`src/hw/rtl/psq_pkg.sv`:
```
// ----------------------------------------------------------------------------
// psq_pkg
// Types, codes and default sizes of the positional sequence store.
// ----------------------------------------------------------------------------
package psq_pkg;

    // Default storage sizes
    localparam int PSQ_DEPTH      = 16;
    localparam int PSQ_DATA_WIDTH = 32;

    // Request modes
    localparam logic [2:0] MODE_READ   = 3'd0;
    localparam logic [2:0] MODE_APPEND = 3'd1;
    localparam logic [2:0] MODE_INSERT = 3'd2;
    localparam logic [2:0] MODE_DELETE = 3'd3;
    localparam logic [2:0] MODE_CLEAR  = 3'd4;

    // Response status codes
    localparam logic [1:0] ST_OK      = 2'd0;
    localparam logic [1:0] ST_BAD_POS = 2'd1;
    localparam logic [1:0] ST_FULL    = 2'd2;

    typedef struct packed {
        logic [2:0]  mode;
        logic [4:0]  position;
        logic [31:0] value;
    } t_req;

    typedef struct packed {
        logic [31:0] read_value;
        logic [4:0]  count;
        logic [1:0]  status;
    } t_resp;

endpackage

```
`src/hw/rtl/psq_ram.sv`:
```
// ----------------------------------------------------------------------------
// psq_ram
// Generic simple dual-port RAM: one write port, one read port, registered read.
// ----------------------------------------------------------------------------
module psq_ram #(
    parameter int WIDTH = 32,
    parameter int DEPTH = 16,
    localparam int AW   = (DEPTH > 1) ? $clog2(DEPTH) : 1
) (
    input  logic             i_clk,
    input  logic             i_wr_en,
    input  logic [AW-1:0]    i_wr_addr,
    input  logic [WIDTH-1:0] i_wr_data,
    input  logic             i_rd_en,
    input  logic [AW-1:0]    i_rd_addr,
    output logic [WIDTH-1:0] o_rd_data
);

    logic [WIDTH-1:0] r_mem [DEPTH];
    logic [WIDTH-1:0] r_rd_data;

    // Write and registered read
    always_ff @(posedge i_clk) begin
        if (i_wr_en) begin
            r_mem[i_wr_addr] <= i_wr_data;
        end
        if (i_rd_en) begin
            r_rd_data <= r_mem[i_rd_addr];
        end
    end

    assign o_rd_data = r_rd_data;

endmodule

```
`src/hw/rtl/psq_ctrl.sv`:
```
// ----------------------------------------------------------------------------
// psq_ctrl
// Request sequencer: checks each request, walks the entry memory to shift
// entries on insert and delete, and holds the response register.
// ----------------------------------------------------------------------------
module psq_ctrl
    import psq_pkg::*;
#(
    parameter int DEPTH      = PSQ_DEPTH,
    parameter int DATA_WIDTH = PSQ_DATA_WIDTH,
    localparam int AW        = (DEPTH > 1) ? $clog2(DEPTH) : 1,
    localparam int CW        = $clog2(DEPTH + 1)
) (
    input  logic                  i_clk,
    input  logic                  i_rst_n,
    input  logic                  i_req_valid,
    output logic                  o_req_stall,
    input  t_req                  i_req,
    output logic                  o_resp_valid,
    input  logic                  i_resp_stall,
    output t_resp                 o_resp,
    output logic                  o_mem_wr_en,
    output logic [AW-1:0]         o_mem_wr_addr,
    output logic [DATA_WIDTH-1:0] o_mem_wr_data,
    output logic                  o_mem_rd_en,
    output logic [AW-1:0]         o_mem_rd_addr,
    input  logic [DATA_WIDTH-1:0] i_mem_rd_data
);

    localparam int            CMPW  = (CW > 5) ? CW : 5;
    localparam logic [AW-1:0] ONE_A = AW'(1);
    localparam logic [CW-1:0] ONE_C = CW'(1);
    localparam logic [CW-1:0] FULL_C = CW'(DEPTH);

    typedef enum logic [2:0] {
        S_IDLE,
        S_READ,
        S_INS,
        S_INS_FIN,
        S_DEL,
        S_RESP
    } t_state;

    t_state                r_state, n_state;
    logic [CW-1:0]         r_count, n_count;
    logic [AW-1:0]         r_idx, n_idx;
    logic [AW-1:0]         r_pos, n_pos;
    logic [DATA_WIDTH-1:0] r_val, n_val;
    logic [31:0]           r_rd_value, n_rd_value;
    logic [1:0]            r_status, n_status;
    logic                  r_resp_valid, n_resp_valid;
    t_resp                 r_resp, n_resp;

    logic [CMPW-1:0]       pos_ext;
    logic [CMPW-1:0]       cnt_ext;
    logic [CW-1:0]         cnt_m1;
    logic [AW-1:0]         pos_a;
    logic [AW-1:0]         last_a;
    logic                  full;

    // Compare position and count at a common width
    assign pos_ext = CMPW'(i_req.position);
    assign cnt_ext = CMPW'(r_count);
    assign cnt_m1  = r_count - ONE_C;
    assign pos_a   = pos_ext[AW-1:0];
    assign last_a  = cnt_m1[AW-1:0];
    assign full    = (r_count == FULL_C);

    assign o_req_stall  = (r_state != S_IDLE);
    assign o_resp_valid = r_resp_valid;
    assign o_resp       = r_resp;

    // Next state, memory commands and response fields
    always_comb begin
        n_state       = r_state;
        n_count       = r_count;
        n_idx         = r_idx;
        n_pos         = r_pos;
        n_val         = r_val;
        n_rd_value    = r_rd_value;
        n_status      = r_status;
        n_resp_valid  = r_resp_valid & i_resp_stall;
        n_resp        = r_resp;
        o_mem_wr_en   = 1'b0;
        o_mem_wr_addr = r_idx;
        o_mem_wr_data = i_mem_rd_data;
        o_mem_rd_en   = 1'b0;
        o_mem_rd_addr = r_idx;

        case (r_state)
            S_IDLE: begin
                if (i_req_valid) begin
                    n_rd_value = '0;
                    n_status   = ST_OK;
                    n_state    = S_RESP;
                    n_pos      = pos_a;
                    n_val      = DATA_WIDTH'(i_req.value);
                    case (i_req.mode)
                        MODE_READ: begin
                            if (pos_ext < cnt_ext) begin
                                o_mem_rd_en   = 1'b1;
                                o_mem_rd_addr = pos_a;
                                n_state       = S_READ;
                            end else begin
                                n_status = ST_BAD_POS;
                            end
                        end
                        MODE_APPEND: begin
                            if (full) begin
                                n_status = ST_FULL;
                            end else begin
                                o_mem_wr_en   = 1'b1;
                                o_mem_wr_addr = r_count[AW-1:0];
                                o_mem_wr_data = DATA_WIDTH'(i_req.value);
                                n_count       = r_count + ONE_C;
                            end
                        end
                        MODE_INSERT: begin
                            if (pos_ext > cnt_ext) begin
                                n_status = ST_BAD_POS;
                            end else if (full) begin
                                n_status = ST_FULL;
                            end else if (pos_ext == cnt_ext) begin
                                // insert at the end: no shift
                                o_mem_wr_en   = 1'b1;
                                o_mem_wr_addr = pos_a;
                                o_mem_wr_data = DATA_WIDTH'(i_req.value);
                                n_count       = r_count + ONE_C;
                            end else begin
                                // start shifting up from the tail
                                o_mem_rd_en   = 1'b1;
                                o_mem_rd_addr = last_a;
                                n_idx         = last_a;
                                n_state       = S_INS;
                            end
                        end
                        MODE_DELETE: begin
                            if (pos_ext >= cnt_ext) begin
                                n_status = ST_BAD_POS;
                            end else if (pos_a == last_a) begin
                                // delete the tail: no shift
                                n_count = cnt_m1;
                            end else begin
                                // start shifting down behind the position
                                o_mem_rd_en   = 1'b1;
                                o_mem_rd_addr = pos_a + ONE_A;
                                n_idx         = pos_a + ONE_A;
                                n_state       = S_DEL;
                            end
                        end
                        MODE_CLEAR: begin
                            n_count = '0;
                        end
                        default: begin
                        end
                    endcase
                end
            end
            S_READ: begin
                n_rd_value = 32'(i_mem_rd_data);
                n_state    = S_RESP;
            end
            S_INS: begin
                // move the entry read last cycle one place up
                o_mem_wr_en   = 1'b1;
                o_mem_wr_addr = r_idx + ONE_A;
                if (r_idx == r_pos) begin
                    n_state = S_INS_FIN;
                end else begin
                    o_mem_rd_en   = 1'b1;
                    o_mem_rd_addr = r_idx - ONE_A;
                    n_idx         = r_idx - ONE_A;
                end
            end
            S_INS_FIN: begin
                o_mem_wr_en   = 1'b1;
                o_mem_wr_addr = r_pos;
                o_mem_wr_data = r_val;
                n_count       = r_count + ONE_C;
                n_state       = S_RESP;
            end
            S_DEL: begin
                // move the entry read last cycle one place down
                o_mem_wr_en   = 1'b1;
                o_mem_wr_addr = r_idx - ONE_A;
                if (r_idx == last_a) begin
                    n_count = cnt_m1;
                    n_state = S_RESP;
                end else begin
                    o_mem_rd_en   = 1'b1;
                    o_mem_rd_addr = r_idx + ONE_A;
                    n_idx         = r_idx + ONE_A;
                end
            end
            S_RESP: begin
                // load the response once the output register is free
                if (!r_resp_valid || !i_resp_stall) begin
                    n_resp_valid      = 1'b1;
                    n_resp.read_value = r_rd_value;
                    n_resp.count      = 5'(r_count);
                    n_resp.status     = r_status;
                    n_state           = S_IDLE;
                end
            end
            default: begin
                n_state = S_IDLE;
            end
        endcase
    end

    // State and registered outputs
    always_ff @(posedge i_clk) begin
        if (!i_rst_n) begin
            r_state      <= S_IDLE;
            r_count      <= '0;
            r_resp_valid <= 1'b0;
        end else begin
            r_state      <= n_state;
            r_count      <= n_count;
            r_resp_valid <= n_resp_valid;
        end
        r_idx      <= n_idx;
        r_pos      <= n_pos;
        r_val      <= n_val;
        r_rd_value <= n_rd_value;
        r_status   <= n_status;
        r_resp     <= n_resp;
    end

endmodule

```
`src/hw/rtl/positional_sequence_store.sv`:
```
// ----------------------------------------------------------------------------
// positional_sequence_store
// Ordered sequence of up to DEPTH words, read, inserted and deleted by position.
// ----------------------------------------------------------------------------
// Usage:
//   Request channel: i_req_valid / o_req_stall carry t_req (mode, position,
//   value). Response channel: o_resp_valid / i_resp_stall carry t_resp
//   (read_value, count, status). Every request gives exactly one response.
//   One request is worked at a time; o_req_stall is high from the cycle after
//   acceptance until its response is loaded into the output register.
//   Insert and delete away from the tail run a shift loop that moves one
//   entry per cycle through the single write port of the entry memory;
//   the more entries a request shifts, the longer it takes.
//   The output register lets a new request be accepted while the previous
//   response waits; a stalled response holds, and the next result waits in
//   the sequencer until the register frees.
//   Reset empties the sequence (count 0) and drops any pending response.
//   Memory contents are not cleared; only written entries are ever read.
// ----------------------------------------------------------------------------
module positional_sequence_store
    import psq_pkg::*;
#(
    parameter int DEPTH      = PSQ_DEPTH,
    parameter int DATA_WIDTH = PSQ_DATA_WIDTH
) (
    input  logic  i_clk,
    input  logic  i_rst_n,
    input  logic  i_req_valid,
    output logic  o_req_stall,
    input  t_req  i_req,
    output logic  o_resp_valid,
    input  logic  i_resp_stall,
    output t_resp o_resp
);

    localparam int AW = (DEPTH > 1) ? $clog2(DEPTH) : 1;

    logic                  mem_wr_en;
    logic [AW-1:0]         mem_wr_addr;
    logic [DATA_WIDTH-1:0] mem_wr_data;
    logic                  mem_rd_en;
    logic [AW-1:0]         mem_rd_addr;
    logic [DATA_WIDTH-1:0] mem_rd_data;

    // Sequencer
    psq_ctrl #(
        .DEPTH      (DEPTH),
        .DATA_WIDTH (DATA_WIDTH)
    ) u_ctrl (
        .i_clk         (i_clk),
        .i_rst_n       (i_rst_n),
        .i_req_valid   (i_req_valid),
        .o_req_stall   (o_req_stall),
        .i_req         (i_req),
        .o_resp_valid  (o_resp_valid),
        .i_resp_stall  (i_resp_stall),
        .o_resp        (o_resp),
        .o_mem_wr_en   (mem_wr_en),
        .o_mem_wr_addr (mem_wr_addr),
        .o_mem_wr_data (mem_wr_data),
        .o_mem_rd_en   (mem_rd_en),
        .o_mem_rd_addr (mem_rd_addr),
        .i_mem_rd_data (mem_rd_data)
    );

    // Entry memory
    psq_ram #(
        .WIDTH (DATA_WIDTH),
        .DEPTH (DEPTH)
    ) u_entries (
        .i_clk     (i_clk),
        .i_wr_en   (mem_wr_en),
        .i_wr_addr (mem_wr_addr),
        .i_wr_data (mem_wr_data),
        .i_rd_en   (mem_rd_en),
        .i_rd_addr (mem_rd_addr),
        .o_rd_data (mem_rd_data)
    );

endmodule

```
`config.mk`:
```
export PLATFORM = sky130hd
export DESIGN_NAME = positional_sequence_store
export DESIGN_NICKNAME = d
export VERILOG_FILES = /design/src/hw/rtl/psq_pkg.sv /design/src/hw/rtl/psq_ram.sv /design/src/hw/rtl/psq_ctrl.sv /design/src/hw/rtl/positional_sequence_store.sv
export SDC_FILE = /design/constraint.sdc
export NUM_CORES = 1
export LEC_CHECK = 0
export ABC_CLOCK_PERIOD_IN_PS = 10800
export BUFFER_PORTS_ARGS = -buffer_cell sky130_fd_sc_hd__buf_2
export CORE_UTILIZATION = 60
export DETAILED_ROUTE_END_ITERATION = 12
export GPL_TIMING_DRIVEN = 0
export PLACE_DENSITY_LB_ADDON = 0.3
export SYNTH_ARGS = -nofsm -noshare
export SYNTH_HDL_FRONTEND = slang
export SYNTH_HIERARCHICAL = 1
export SYNTH_SLANG_ARGS = --single-unit
```
`constraint.sdc`:
```
create_clock -name i_clk -period 10.8 [get_ports i_clk]
set_input_delay 1.08 -clock i_clk [delete_from_list [all_inputs] [get_ports i_clk]]
set_output_delay 1.08 -clock i_clk [all_outputs]
set_load 0.01 [all_outputs]
```
# == Word-level counts from Yosys, hierarchy flattened ==
# Memory sizes are Yosys's and may differ from the RTL's. A register that Yosys moved wholly into a read port is not among the register bits.
# Cells that the tools add are included.
# W data, S select, Z words.
# word_totals
regBits,122
ram_bits,512
input_bits,44
output_inout_bits,41
wordCells,143
n_memories,1
# classes
add_sub_neg,5
order_cmp,3
n_eq_ne,26
n_mux,79
bitwise,1
reduce_logical,17
# memory_table
name,depth,width,read_ports,rd_ports_with_merged_regs,wr,line_no,source
u_entries.r_mem,16,32,1,1,1,psq_ram.sv:19,logic [WIDTH-1:0] r_mem [DEPTH];
# op_table
op,count
$mux W32,6
$pmux W32 S2,3
$mux W4,15
$mux W5,8
$pmux W4 S3,3
$mux W3,9
$mux W1,21
$pmux W5 S4,1
$pmux W4 S2,2
$pmux W4 S4,1
$ne A3 B3 Y1 const B,5
$pmux W3 S5,1
$pmux W5 S3,1
$eq A3 B2 Y1 const B,4
$eq A4 B4 Y1,3
$reduce_and A10 Y1,1
$eq A3 B3 Y1 const B,3
$pmux W3 S3,1
$reduce_bool A3 Y1,3
$add A4 B1 Y4 const B,2
$pmux W2 S4,1
$eq A3 B1 Y1 const B,2
$logic_not A3 Y1,2
$ne A2 B1 Y1 const B,3
23 further kinds,30

# == Longest topological paths before layout ==
# Gate-level depths: netlist (run 1).
# depth
word_depth,9
depth_mapped,15
depth_no_buf,11

# == Cells and area by module ==
# The synthesis (run 1) kept the hierarchy.
# by_module_without_submodules
module,instances,cells_per_inst,area_each_um2,seq_area_each_um2
psq_ram,1,838,20155.6,16335.7
psq_ctrl,1,563,6441.2,3573.4

# == Least setup slack after synthesis (run 1) ==
# No wires, ideal clock.
# synth_timing
path_kind,input to register
start,input i_req[32] (netlist name)
end,"memory u_entries.r_mem[0][0], enable pin"
setup_time_ns,0.461
t_arrival_ns,5.398
required_time_ns,10.339
slack_ns,4.941
path_stages,10
path_buffers,0
cell_sequence,inv_1 ha_1 nand4_1 o21a_1 o22a_1 o21ai_1 nand3_1 a221o_1 or3b_2 nor3_1
# synth_between
elab_cells_between_ends,16
cone_classes,1 x order compare; 1 x eq/ne; 14 x mux
# synth_rtl
item,line_no,source
start: declaration,positional_sequence_store.sv:30,"input t_req i_req,"
$eq A5 B5 Y1,psq_ctrl.sv:123,end else if (pos_ext == cnt_ext) begin
$mux W4,psq_ctrl.sv:123,
$mux W4,psq_ctrl.sv:121,end else if (full) begin
$mux W4 (*),psq_ctrl.sv:119,if (pos_ext > cnt_ext) begin
$pmux W4 S2 (*),psq_ctrl.sv:98,case (i_req.mode)
$mux W4 (*),psq_ctrl.sv:92,if (i_req_valid) begin
$pmux W4 S4 (*),psq_ctrl.sv:90,case (r_state)
net mem_wr_addr[2],positional_sequence_store.sv:39,logic [AW-1:0] mem_wr_addr;
end: declaration,psq_ram.sv:19,
# Mark *: on every way through the listed nets, which the timed path passes. The rest lies on a longest branch.

# == Final worst setup path (run 1) ==
# layout_timing
start,register u_ctrl.r_count[0] (netlist: u_ctrl/cnt_ext[0])
end,"register u_entries.r_rd_data[4] (netlist: u_entries/o_rd_data[4]), read port of u_entries.r_mem, data pin"
# layout_between
elab_chain_len,7
elab_cells_between_ends,28
cone_classes,1 x add/sub; 3 x order compare; 4 x eq/ne; 20 x mux
# layout_rtl
item,line_no,source
start: declaration,psq_ctrl.sv:45,"logic [CW-1:0] r_count, n_count;"
start signal: assignment,psq_ctrl.sv:219,r_count <= n_count;
$sub A5 B1 Y5 or $eq A5 B5 Y1 (tied branches),"psq_ctrl.sv:64, psq_ctrl.sv:123",
$eq A4 B4 Y1 or $mux W4 (tied branches),"psq_ctrl.sv:140, psq_ctrl.sv:123",
$mux W4 (on tied branches),"psq_ctrl.sv:140, psq_ctrl.sv:121",
$mux W4 (on tied branches),n/a,
$pmux W4 S3,psq_ctrl.sv:98,
$mux W4,psq_ctrl.sv:92,
$pmux W4 S3 (*),psq_ctrl.sv:90,
net mem_rd_addr[1],positional_sequence_store.sv:42,logic [AW-1:0] mem_rd_addr;
end: declaration,psq_ram.sv:20,logic [WIDTH-1:0] r_rd_data;
# Marked as above.
# A chain may end at the register's enable or synchronous reset.

==> flow_summary_export.csv, run 1 <==
group,metric,value,unit
pwr,clkPwrFrac,0.249,
timing,tightestPinTransition,1402,ps
synthesis,synth_top_area_cell,"edfxtp_1",
floorplanning,dieWidth,212.5,microns
synthesis,syn-cell-area,0.02660,sq mm
synthesis,async_flop_share,0,
route,dr.pass1.iters,7,
clock_tree,hold_buffers,0,
timing,drv_slew,0,
worst_setup_path,cp-startpoint,"u_ctrl/cnt_ext[0]",
global_route,grt_pass1_vias,15250,
synthesis,ys.flop_type,"edfxtp_1",
synthesis,ys_top_cells_by_area,"edfxtp_1, mux4_2, a22oi_1, a22o_1, a21o_1",
clock_tree,clock-sinks,666,
clock_tree,post_cts_buffers,0,
status,status,"finished, final reports clean",
finish,fillers,2602,
pwr,p_int,6.123,mW
clock_tree,cts_root_buf,"clkbuf_16",
floorplanning,dieArea,0.04517,sq mm
worst_setup_path,r2r_start,"u_ctrl/cnt_ext[0]",
finish,fin_cells,2225,
route,wirelength,71360,microns
pwr,power.switching,3.061,mW
clock_tree,clkLatencyLatePin,600,ps
timing,rsz0062_at_grt,"false",
finish,seq_area,0.01991,sq mm
route,drtIter0Drc,2009,
synthesis,synth_common_cells,"edfxtp_1, mux4_2, a22oi_1, nand2_1, nor2_1",
timing,finalCriticalPeriod,5347,ps
timing,relSlewSlack,0.06554,
flow_run,drv_cap,0,
floorplanning,die_y,212.5,microns
synthesis,synth.most_common_cell,"edfxtp_1",
worst_setup_path,worst_setup_path_end_kind,"register",
worst_setup_path,crit_slowest_cell,"buf_1",
hold_path,worstHoldPathType,"reg2reg",
clock_tree,cts_resized,0,
worst_setup_path,crit_required,11150,ps
synthesis,syn_nets,1456,
worst_setup_path,cpLargestDelayFamily,"buffers and inverters",
synthesis,yosysWarnings,6,
synthesis,synth_edf_count,657,
synthesis,synth_area_per_cell,18.98,sq um
clock_tree,clk_pin_slew,60,ps
pwr,switching_share,0.3333,
global_route,grt_max_degree,33,
finish,drive_gt1_frac,0.2384,
pwr,p_comb_frac,0.331,
pwr,total_power,9.185,mW
place,place_congestion,0.9305,
timing,max_freq,0.1870,GHz
synthesis,syn_inst,1401,
finish,finish.utilization,0.7074,
route,via_per_inst,6.988,
worst_setup_path,timing.critical_path.cells,"inv_1, ha_1, nand4bb_1, clkbuf_1, o211ai_1, nor3_1, a221oi_1, a221oi_1, or4_1, buf_2, buf_1, mux4_2, a22oi_1, nand2_1",
pwr,p_leak,10.36,nW
place,pre_cts_slack,5225,ps
pwr,p_seq_frac,0.420,
floorplanning,start_util,0.6134,
global_route,gr-total-overflow,0,
timing,whs,411.8,ps
timing,fin_skew,18.11,ps
clock_tree,cts_buffers,68,
finish,fin_nets,1644,
timing,finalCritPeriodShare,0.4951,
timing,setup_viol,0,
floorplanning,ios,85,
global_route,grt_first_pass_wirelength,102700,microns
global_route,track_usage,0.3278,
timing,hold_viol_final,0,
worst_setup_path,cpPeakStageDelay,860,ps
synthesis,synth_seq_cells,666,
worst_setup_path,cp_common_cell,"a221oi_1",
place,dpl.cell_count,2104,
worst_setup_path,path_max_fanout,10,
route,postRouteAntennaNets,0,
floorplanning,fp-row-count,76,
finish,antenna_cells,0,
worst_setup_path,r2r_setup_slack,5450,ps
worst_setup_path,critPathKind,"reg2reg",
pwr,p_per_area,299.4,mW/mm^2
timing,timing.final.ws_setup,5453,ps
worst_setup_path,worstPathArrival,5690,ps
route,via_count,15550,
finish,design_area,0.03068,sq mm
worst_setup_path,path_buf_inv,4,
hold_path,hold_start,"u_ctrl/r_rd_value[6]",
place,post_dp_cell_area,0.02851,sq mm
clock_tree,cts-htree-levels,3,
synthesis,synth_cell_types,69,
timing,tns,0,ps
worst_setup_path,startpoint_type,"register",
synthesis,ys_seq_area_frac,0.7486,
place,port-buffer-count,84,
floorplanning,design.core.area,0.04336,sq mm
global_route,antenna_found_initial,0,
finish,multi_input_area,0.006419,sq mm
clock_tree,cts_tree,"built",
synthesis,yosysTopAreaCellShare,0.7418,
route,drc,0,
route,routedWlPerCell,32.07,microns
place,hpwl,43470,microns
pwr,peakVddDrop,0.2125,mV
finish,syn_to_final_growth,15.34,%
clock_tree,cts_buffer_depth,3,
-- logic make-up (layout without fill, tap and decap cells) --
| family | Yosys count | in the layout | share of synthesized area |
|---|---|---|---|
| AOI/OAI and AO/OA | 247 | 247 | 0.06948 |
| and+or+nand+nor | 229 | 229 | 0.04380 |
| adders and majority gates | 11 | 11 | 0.005175 |
| DFF | 666 | 666 | 0.7486 |
| buffers and inverters | 95 | 334 | 0.01538 |
| xor gates and xnor gates | 23 | 23 | 0.008374 |
| muxes | 130 | 130 | 0.1092 |
-- state kept, by name, summed over array words and instances, names as in the netlist --
register	count
u_ctrl/cnt_ext	5
u_ctrl/o_resp	39
u_ctrl/o_resp_valid	1
u_ctrl/r_idx	4
u_ctrl/r_pos	4
u_ctrl/r_rd_value	32
u_ctrl/r_state	3
u_ctrl/r_status	2
u_ctrl/r_val	32
u_entries/o_rd_data	32
u_entries/r_mem	512
-- worst register-to-register path, delay by kind of cell, from the launching register on --
kind	cells	cell delay (ps)
AO/OA/AOI/OAI	4	920
adder cells (fa/ha/maj)	1	280
buffers and inverters	4	1750
flip-flops	1	650
multiplexers	1	450
AND/OR/NAND/NOR	4	1030
-- metal layers --
metal / part of all wire / GRT usage / vias up
li1: - / - / 6197
met4: 0.043 / 0.1369 / 0
met3: 0.11 / 0.06499 / 218
met5: 0 / 0 / -
met1: 0.37 / 0.4478 / 7950
met2: 0.48 / 0.5225 / 1183
-- cell usage in the layout, fill, tap and decap left out, types with 6 or more instances in the layout --
master and count:
a21o_1 34, a21oi_1 23, a221oi_1 6, a22o_1 35
a22oi_1 67, and3_1 34, buf_1 13, buf_12 11
buf_16 8, buf_2 93, buf_4 9, buf_6 14
clkbuf_1 58, clkbuf_16 71, clkinv_1 16, clkinv_2 8
dfxtp_1 9, edfxtp_1 657, ha_1 11, inv_1 16
mux4_2 128, nand2_1 61, nand2b_1 6, nand3_1 11
nor2_1 37, nor2_4 13, nor2b_1 10, nor3_1 16
o211ai_1 6, o21ai_0 18, o221ai_1 9, xnor2_1 10
xor2_1 11
-- cell type report --
class	instances	area share
clock inverters	38	0.01134
clock buffers	83	0.05939
inverters	17	0.002080
well taps	585	0.02386
repair buffers	118	0.03381
multi-input cells	640	0.2092
flip-flops and latches	666	0.6490
plain buffers	78	0.01126
-- power groups by stage --
stage	clock network (mW)	registers, mW	logic, mW
6_report	2.29	3.85	3.04
5_1_grt	2.40	3.88	3.19
4_1_cts	2.31	3.85	3.00
3_5_place_dp	0	3.89	2.94
3_3_place_gp	0	3.90	2.73
2_1_floorplan	0	3.84	1.89
-- worst paths after layout --
check | to | cells past startpoint
setup / recovery | u_entries/o_rd_data[4] | 14
hold / removal | u_ctrl/o_resp[13] | 0
setup reg to reg | u_entries/o_rd_data[4] | 14
hold reg to reg | u_ctrl/o_resp[13] | 0
No activity file was read; power rests on OpenSTA's default activity.
==> run 2, diff against run 1 <==
Settings changed: ABC_CLOCK_PERIOD_IN_PS 10800 to 5100.
Clock period 10.8 ns to 5.1 ns, I/O delays scaled along.
==> run 2 against run 1 <==
Die area stayed put; setup slack worse by 5200 ps; total power is 110% higher; critical endpoint is now u_entries/o_rd_data[31]; non-clock buffer count is 3 lower; count of clock-buffer cells in the layout is 2 lower; flip-flop and latch count stayed put; critical path depth stayed put; largest cell class unchanged.
==> flow_summary_export.csv, run 2 (synthesis gave the netlist of run 1 again) <==
group,metric,value,unit
status,status,"finished, final reports clean",
timing,setup_viol,0,
worst_setup_path,cpPeakStageDelay,590,ps
place,pre_cts_slack,-240.0,ps
floorplanning,die_y,212.5,microns
route,postRouteAntennaNets,0,
clock_tree,cts_buffer_depth,3,
clock_tree,cts_buffers,66,
timing,tightestPinTransition,1454,ps
clock_tree,clock-sinks,666,
route,drtIter0Drc,2390,
worst_setup_path,path_buf_inv,4,
worst_setup_path,cp.depth,14,
finish,fin_nets,1641,
timing,tns,0,ps
timing,drv_slew,0,
finish,syn_to_final_growth,14.92,%
timing,relSlewSlack,0.03082,
timing,timing.final.ws_setup,244.7,ps
route,via_count,15350,
finish,design_area,0.03057,sq mm
global_route,grt_first_pass_wirelength,100500,microns
hold_path,hold_depth,1,
timing,finalCriticalPeriod,4855,ps
global_route,grt_max_degree,33,
finish,finish.utilization,0.7049,
worst_setup_path,timing.critical_path.cells,"clkbuf_2, inv_1, ha_1, nand4_1, o211ai_1, nor3_2, a221oi_1, a221oi_1, or4_1, buf_2, clkdlybuf4s15_2, mux4_2, a22oi_1, nand2_1",
floorplanning,dieWidth,212.5,microns
worst_setup_path,cp_common_cell,"a221oi_1",
worst_setup_path,path_max_fanout,10,
floorplanning,dieArea,0.04517,sq mm
timing,max_freq,0.2060,GHz
finish,drive_gt1_frac,0.2472,
flow_run,drv_cap,0,
floorplanning,design.core.area,0.04336,sq mm
timing,whs,97.43,ps
route,routedWlPerCell,31.99,microns
floorplanning,fp-row-count,76,
worst_setup_path,crit_slowest_cell,"or4_1",
clock_tree,clkLatencyLatePin,600,ps
route,wirelength,71020,microns
timing,fin_skew,22.73,ps
worst_setup_path,crit_required,5450,ps
worst_setup_path,startpoint_type,"register",
route,drc,0,
floorplanning,ios,85,
worst_setup_path,critPathKind,"reg2reg",
global_route,track_usage,0.3210,
timing,hold_viol_final,0,
worst_setup_path,ff2ff_path_depth,14,
global_route,grt_pass1_vias,15150,
place,place_congestion,0.9282,
place,dpl.cell_count,2099,
clock_tree,cts_root_buf,"clkbuf_16",
pwr,p_per_area,626.8,mW/mm^2
clock_tree,cts-htree-levels,3,
worst_setup_path,cpLargestDelayFamily,"compound AO/OA/AOI/OAI gates",
finish,mostFrequentLayoutCell,"edfxtp_1",
global_route,antenna_found_initial,1,
clock_tree,cts_tree,"built",
place,post_dp_cell_area,0.02846,sq mm
place,hpwl,42760,microns
hold_path,worstHoldPathType,"in2reg",
pwr,total_power,19.16,mW
global_route,gr-total-overflow,0,
clock_tree,clk_pin_slew,60,ps
place,port-buffer-count,84,
finish,largest_reg_flops,512,
pwr,peakVddDrop,0.3990,mV
finish,fin_cells,2220,
finish,fillers,2568,
finish,regMostFlops,"u_entries/r_mem",
finish,final_cell_mix,"edfxtp_1, mux4_2, buf_2",
route,dr.pass1.iters,7,
worst_setup_path,worst_setup_path_end_kind,"register",
worst_setup_path,worstPathArrival,5200,ps
route,via_per_inst,6.914,
timing,finalCritPeriodShare,0.9520,
pwr,p_leak,10.32,nW
floorplanning,start_util,0.6134,
timing,rsz0062_at_grt,"false",
[run 2: cell types whose count changed in the layout (fill, tap and decap cells not counted), sizes merged]
cell,change
buf,-12
bufinv,-2
clkbuf,+5
clkdlybuf4s15,+2
clkinvlp,-2
diode,+1
inv,+1
nor2,+2
[run 2: timing repair]
item	in CTS	in global routing
pin swaps	0	4
gates resized for setup	8	18
cloned	0	2
endpoints found under the setup margin	55	149
setup buffers	0	2
hold buffers	0	0
[run 2: per-layer routing]
| layer | GRT usage | up-vias | share of wire |
|---|---|---|---|
| met5 | 0 | - | 0 |
| li1 | - | 6200 | - |
| met3 | 0.07371 | 204 | 0.11 |
| met2 | 0.5090 | 1146 | 0.48 |
| met4 | 0.1352 | 0 | 0.045 |
| met1 | 0.4332 | 7798 | 0.37 |
[run 2: cell type report]
class | instances | area, sq um | share of cell area
timing repair buffer | 115 | 1007 | 0.03295
multi-input combinational | 642 | 6474 | 0.2118
clock inverter | 35 | 291.5 | 0.009538
antenna | 1 | 2.502 | 0.00008187
tap | 585 | 732.0 | 0.02395
inverter | 17 | 63.81 | 0.002088
clock buffer | 81 | 1708 | 0.05588
buffer | 78 | 376.6 | 0.01232
sequential | 666 | 19910 | 0.6514
[run 2: path summary, 6_finish.rpt]
| path | startpoint | end | slack [ps] |
|---|---|---|---|
| max | u_ctrl/cnt_ext[3] | u_entries/o_rd_data[31] | 240 |
| min | i_req[3] | u_ctrl/r_val[3] | 100 |
| max reg2reg | u_ctrl/cnt_ext[3] | u_entries/o_rd_data[31] | 240 |
| min reg2reg | u_ctrl/r_rd_value[9] | u_ctrl/o_resp[16] | 420 |
[run 2: power by group]
part           internal (mW)  switching (mW)  total, mW
clock network           2.55            2.01       4.57
logic                   2.33            4.13       6.45
registers               7.84           0.304       8.14
